### config.mk
export PLATFORM = sky130hd
export DESIGN_NAME = rsi_queue
export DESIGN_NICKNAME = d
export VERILOG_FILES = /design/src/rsi_pkg.sv /design/src/rsi_queue.sv
export SDC_FILE = /design/constraint.sdc
export NUM_CORES = 1
export LEC_CHECK = 0
export ABC_AREA = 1
export ABC_CLOCK_PERIOD_IN_PS = 1650
export BUFFER_PORTS_ARGS = -buffer_cell sky130_fd_sc_hd__buf_4
export CORE_AREA = 2 2 39 41
export DETAILED_ROUTE_END_ITERATION = 10
export DIE_AREA = 0 0 41 43
export GPL_TIMING_DRIVEN = 0
export SYNTH_ARGS = -nofsm -noshare
export SYNTH_HDL_FRONTEND = slang
export SYNTH_SLANG_ARGS = --single-unit
### constraint.sdc
create_clock -name clk_i -period 1.65 [get_ports clk_i]
set_input_delay 0.165 -clock clk_i [delete_from_list [all_inputs] [get_ports clk_i]]
set_output_delay 0.165 -clock clk_i [all_outputs]
set_load 0.03 [all_outputs]
### src/rsi_pkg.sv
// ----------------------------------------------------------------------------
// rsi_pkg
// Shared constants, types and helpers of the ray/segment intersection block.
// ----------------------------------------------------------------------------
package rsi_pkg;

  localparam int FRAC_BITS_DEF    = 16;
  localparam int CORDIC_STEPS_DEF = 16;
  localparam int ATAN_LEN         = 24;
  localparam int QUEUE_DEPTH      = 4;

  // CORDIC gain 0.6072529350 in Q2.30
  localparam logic [31:0] CORDIC_GAIN = 32'd652032874;

  localparam logic [31:0] ATAN_TABLE [ATAN_LEN] = '{
    32'h20000000, 32'h12E4051E, 32'h09FB385B, 32'h051111D4, 32'h028B0D43, 32'h0145D7E1,
    32'h00A2F61E, 32'h00517C55, 32'h0028BE53, 32'h00145F2F, 32'h000A2F98, 32'h000517CC,
    32'h00028BE6, 32'h000145F3, 32'h0000A2FA, 32'h0000517D, 32'h000028BE, 32'h0000145F,
    32'h00000A30, 32'h00000518, 32'h0000028C, 32'h00000146, 32'h000000A3, 32'h00000051
  };

  // Register index carried in paddr[2]
  localparam logic REG_NEAR_ZERO = 1'b0;

  typedef enum logic [1:0] {
    KIND_NONE  = 2'd0,
    KIND_CROSS = 2'd1,
    KIND_COLIN = 2'd2
  } kind_e;

  typedef struct packed {
    logic full;
    logic empty;
  } q_stat_t;

  // Width of a direction component in Q.FRAC_BITS
  function automatic int dir_w(input int fb);
    return fb + 2;
  endfunction

  // Width of a cross product of a direction and a 33-bit offset
  function automatic int cross_w(input int fb);
    return fb + 36;
  endfunction

  function automatic logic signed [31:0] sat32(input logic signed [63:0] v);
    logic signed [31:0] r;
    if (v > 64'sd2147483647) r = 32'sh7FFFFFFF;
    else if (v < -64'sd2147483648) r = 32'sh80000000;
    else r = v[31:0];
    return r;
  endfunction

endpackage

### src/rsi_queue.sv
// ----------------------------------------------------------------------------
// rsi_queue
// Short FIFO between the classifying front and the dividing back.
// ----------------------------------------------------------------------------
module rsi_queue
  import rsi_pkg::*;
#(
  parameter int  DEPTH   = QUEUE_DEPTH,
  parameter type entry_t = logic
) (
  input  logic    clk_i,
  input  logic    rst_ni,
  input  logic    push_i,
  input  entry_t  data_i,
  input  logic    pop_i,
  output entry_t  data_o,
  output q_stat_t stat_o
);

  localparam int PTR_W = (DEPTH > 1) ? $clog2(DEPTH) : 1;
  localparam int CNT_W = $clog2(DEPTH + 1);

  entry_t           mem_q [DEPTH];
  logic [PTR_W-1:0] wr_q, rd_q;
  logic [CNT_W-1:0] cnt_q;

  assign data_o       = mem_q[rd_q];
  assign stat_o.full  = (cnt_q == CNT_W'(DEPTH));
  assign stat_o.empty = (cnt_q == '0);

  always_ff @(posedge clk_i) begin
    if (push_i) mem_q[wr_q] <= data_i;
  end

  always_ff @(posedge clk_i or negedge rst_ni) begin
    if (!rst_ni) begin
      wr_q  <= '0;
      rd_q  <= '0;
      cnt_q <= '0;
    end else begin
      if (push_i) wr_q <= (wr_q == PTR_W'(DEPTH - 1)) ? '0 : wr_q + 1'b1;
      if (pop_i)  rd_q <= (rd_q == PTR_W'(DEPTH - 1)) ? '0 : rd_q + 1'b1;
      case ({push_i, pop_i})
        2'b10:   cnt_q <= cnt_q + 1'b1;
        2'b01:   cnt_q <= cnt_q - 1'b1;
        default: cnt_q <= cnt_q;
      endcase
    end
  end

endmodule

[Word level (Yosys, flattened, before mapping)]
Memory sizes are Yosys's and may differ from the RTL's.
Cells that the tools add are included.
Cells by class
  eq/ne operators: 5
  reduce and logical (&&, ||, !) cells: 2
  mux-type cells: 5
  $add $sub $neg: 4
Operators with widths (count)
  $eq 2x2->1 const B: 3
  $pmux 3 s2: 1
  $add 2x1->2 const B: 2
  $mux 2: 2
  $add 3x1->3 const B: 1
  $eq 3x3->1 const B: 1
  $logic_not 3->1: 1
  $sub 3x1->3 const B: 1
  $eq 2x1->1 const B: 1
  $mux 1: 2
  $reduce_bool 2->1: 1
Word-level totals
  output and inout port bits: 3
  bits in registers: 7
  memory bits (writable): 4
  memories kept: 1
Memories
  mem_q: depth 4, bits a word 1, rd ports 1, clocked after Yosys merged registers in 0, write ports 1, line rsi_queue.sv:23  | entry_t mem_q [DEPTH];

[Longest topological paths before layout]
  word-level depth: 2
  mapped depth: 10

[Worst setup path after synthesis]
No wires, ideal clock.
  path kind: input-to-reg
  start: input push_i
  end: register cnt_q[2]
  slack: 340 ps
  buffers on the path: 1
  arrival time: 1193 ps
  stages: 9
  setup time: 117 ps
  cells stage by stage: buf_2 -> inv_1 -> ha_1 -> inv_1 -> fa_1 -> nand2_2 -> nand3_1 -> nand2_1 -> nand2_1
Between the ends
  cells in the longest elaborated chain, start to end: 2
  elaborated cells on any way between the ends: 4
RTL lines
  start, declared: line rsi_queue.sv:13  | input logic push_i,
  $eq 2x1->1 / $eq 2x2->1 (equally long branches): line rsi_queue.sv:43  | case ({push_i, pop_i})
  $pmux 3 s2 / $reduce_bool 2->1 (equally long branches)
  end signal, assigned: line rsi_queue.sv:44  | 2'b10: cnt_q <= cnt_q + 1'b1;
  end signal, assigned: line rsi_queue.sv:45  | 2'b01: cnt_q <= cnt_q - 1'b1;
  end signal, assigned: line rsi_queue.sv:46  | default: cnt_q <= cnt_q;
  end, declared: line rsi_queue.sv:25  | logic [CNT_W-1:0] cnt_q;
Several ways; a longest one is shown, not always the timed one.
A chain may end at the register's enable or synchronous reset.

[Final worst setup path]
  start: register cnt_q[0]
  end: register cnt_q[2]
Between the ends
  cells in the longest elaborated chain, start to end: 2
  elaborated cells on any way between the ends: 3
RTL lines (line)
  $sub 3x1->3 / $add 3x1->3 (equally long branches): rsi_queue.sv:45, rsi_queue.sv:44
  $pmux 3 s2 (*): rsi_queue.sv:43
Every way passes the cells marked *; elsewhere a longest branch is shown, timed or not.

==> flow_summary.ini <==
[outcome]
outcome = finished, final reports clean

[grt]
grt_pass1_vias = 349
grt-ovfl-total = 0
grt_pass1_wl_mm = 1.32
track_usage = 0.116
grt_max_degree = 10
antenna_found_initial = 0

[clock_network]
max-clock-path-buffers = 2
cts_setup_buffers = 0
clock_latency_ns = 0.26
cts_root_buf = clkbuf_4
numCtsBuffers = 3
cts_tree = built
htreeDepth = 1
clkSinkCount = 11
clkTransAtPathRegs_ns = 0.07

[floorplan]
initial_utilization = 0.433
die_area_mm2 = 0.00176
placementRows = 14
io_pins = 8
die_y_um = 43
die_w_um = 41
coreArea_mm2 = 0.00138

[placement]
placed_area_um2 = 664
dp_hpwl_um = 605
place_ws_ns = 0.261
io_buffers = 6
gp_congestion = 0.731

[synthesis]
synth_xor_xnor_area_share = 0.0146
synth-simple-area-share = 0.152
yosysSeqAreaShare = 0.493
synth_cells = 66
synth-compound-area-share = 0.0668
yosys-mux-area-fraction = 0
synth_top_family_by_area = adder cells
ys_warn_count = 0
yosys_register_bits = 11
ys_types = 17
syn_nets = 78
syn_avg_cell_area_um2 = 9.08
synth_fa_ha_area_frac = 0.159
synth_area_um2 = 599

[pwr]
power.leakage_uw = 0.000382
peakVddDrop_mv = 0.688
powerDensity_mw_per_mm2 = 1570
p_total_uw = 1100

[routing]
vias_per_cell = 4.42
totalWireLength_um = 756
drc = 0
dr.pass1.iters = 2
vias = 411
wl_per_cell_um = 8.13
drt_iter0_markers = 1
ant_nets = 0

[timing]
worst_pin_slew_ns = 0.156
fmax_ghz = 0.775
finalMaxSlewViolations = 0
timing.final.ws_setup_ns = 0.359
grt_setup_unrepaired = no
fin_crit_ns = 1.29
finalSetupViolCount = 0
fin_worst_skew_ns = 0.00362
period_share = 0.782
slew_headroom = 0.895
fin_setup_tns_ns = 0
hold_viol = 0

[job]
maxCapViolations = 0

[finish]
post-route-util = 0.506
mostFrequentLayoutCells = 16 x inv_1, 15 x nand2_1, 7 x dfrtp_1
area_growth_pct = 16.9
drive_gt1_frac = 0.156
fill_cells = 129
fin_area_um2 = 701
final_common_cell = inv_1
diodes = 0
nets = 90

[min_path]
hp-class = in -> reg

[worst_setup_path]
r2r_setup_slack_ns = 0.36
crit_path_max_fanout = 4
endpoint_kind = register
critPathArrivalTime_ns = 1.45
critical_path_class = reg -> reg
startpoint_type = register
cp.required_ns = 1.81
[sequential cells by signal, indices dropped and copies added, names as in the netlist]
signal / cells
rd_q: 2
wr_q: 2
mem_q: 4
cnt_q: 3
[kinds of logic after synthesis]
family / Yosys count
AOI/OAI and AO/OA: 7
adders and majority gates: 7
and+or+nand+nor: 22
buffers and inverters: 18
xor gates and xnor gates: 1
DFF: 11
[cell usage after synthesis]
master	number	share of area
buf_2	1	0.0083
dfrtp_1	7	0.29
edfxtp_1	4	0.20
fa_1	1	0.033
ha_1	6	0.13
inv_1	16	0.10
inv_2	1	0.0063
nand2_1	15	0.094
nand2_2	1	0.010
nand3_1	1	0.0083
nand4_1	1	0.010
nor2_1	2	0.013
nor3_1	2	0.017
o211ai_1	2	0.025
o21ai_0	3	0.025
o21ai_1	2	0.017
xnor2_1	1	0.015
[path summary, 6_finish.rpt]
kind                                            from              endpoint  cells after the start
worst min-delay path                          data_i    mem_q[0]$_DFFE_PP_                      1
worst min register to register  cnt_q[2]$_DFFE_PN0P_  cnt_q[2]$_DFFE_PN0P_                      2
max in group asynchronous                     rst_ni   rd_q[1]$_DFFE_PN0P_                      2
worst max-delay path            cnt_q[0]$_DFFE_PN0P_  cnt_q[2]$_DFFE_PN0P_                      6
worst max register to register  cnt_q[0]$_DFFE_PN0P_  cnt_q[2]$_DFFE_PN0P_                      6
min in group asynchronous                     rst_ni   wr_q[0]$_DFFE_PN0P_                      2
[where the power goes]
| part | internal (µW) | total [µW] | switching (µW) |
|---|---|---|---|
| Combinational | 187 | 463 | 276 |
| Clock | 93.4 | 175 | 81.9 |
| Sequential | 383 | 459 | 75.9 |
| Total | 664 | 1100 | 434 |
[per-layer routing]
metal | GRT usage | vias up | part of all wire
li1 | - | 227 | -
met1 | 0.138 | 177 | 0.47
met2 | 0.163 | 5 | 0.48
met3 | 0.0314 | 2 | 0.037
met4 | 0.100 | 0 | 0.016
met5 | 0 | - | 0
[worst max-delay path, stage by stage (launching register included)]
cell     delay, ns
dfrtp_1       0.40
inv_1         0.08
fa_1          0.45
nand2_2       0.09
nand3_1       0.07
nand2_1       0.06
nand2_1       0.04
[per-stage QoR]
| step | hold slack [ns] | instances |
|---|---|---|
| global route | 0.0909 | 93 |
| global placement | -0.0179 | 88 |
| finish | 0.101 | 93 |
| CTS | 0.0893 | 93 |
| floorplan | -0.131 | 66 |
| detailed placement | -0.0178 | 88 |
[final cells by class]
| type | count | area, µm² | share of cell area |
|---|---|---|---|
| plain buffers | 1 | 5.00 | 0.00714 |
| clock buffers | 4 | 26.3 | 0.0375 |
| inverters | 17 | 63.8 | 0.0911 |
| multi-input cells | 37 | 235 | 0.336 |
| flip-flops and latches | 11 | 295 | 0.421 |
| well taps | 16 | 20.0 | 0.0286 |
| repair buffers | 7 | 55.1 | 0.0786 |
[what timing repair did]
| action | CTS | global route |
|---|---|---|
| gates resized for setup | 0 | 0 |
| hold buffers | 1 | 0 |
| setup endpoints to repair | 0 | 0 |
| hold endpoints to repair | 7 | 0 |
Note: power is estimated with default switching activity, not from simulation.
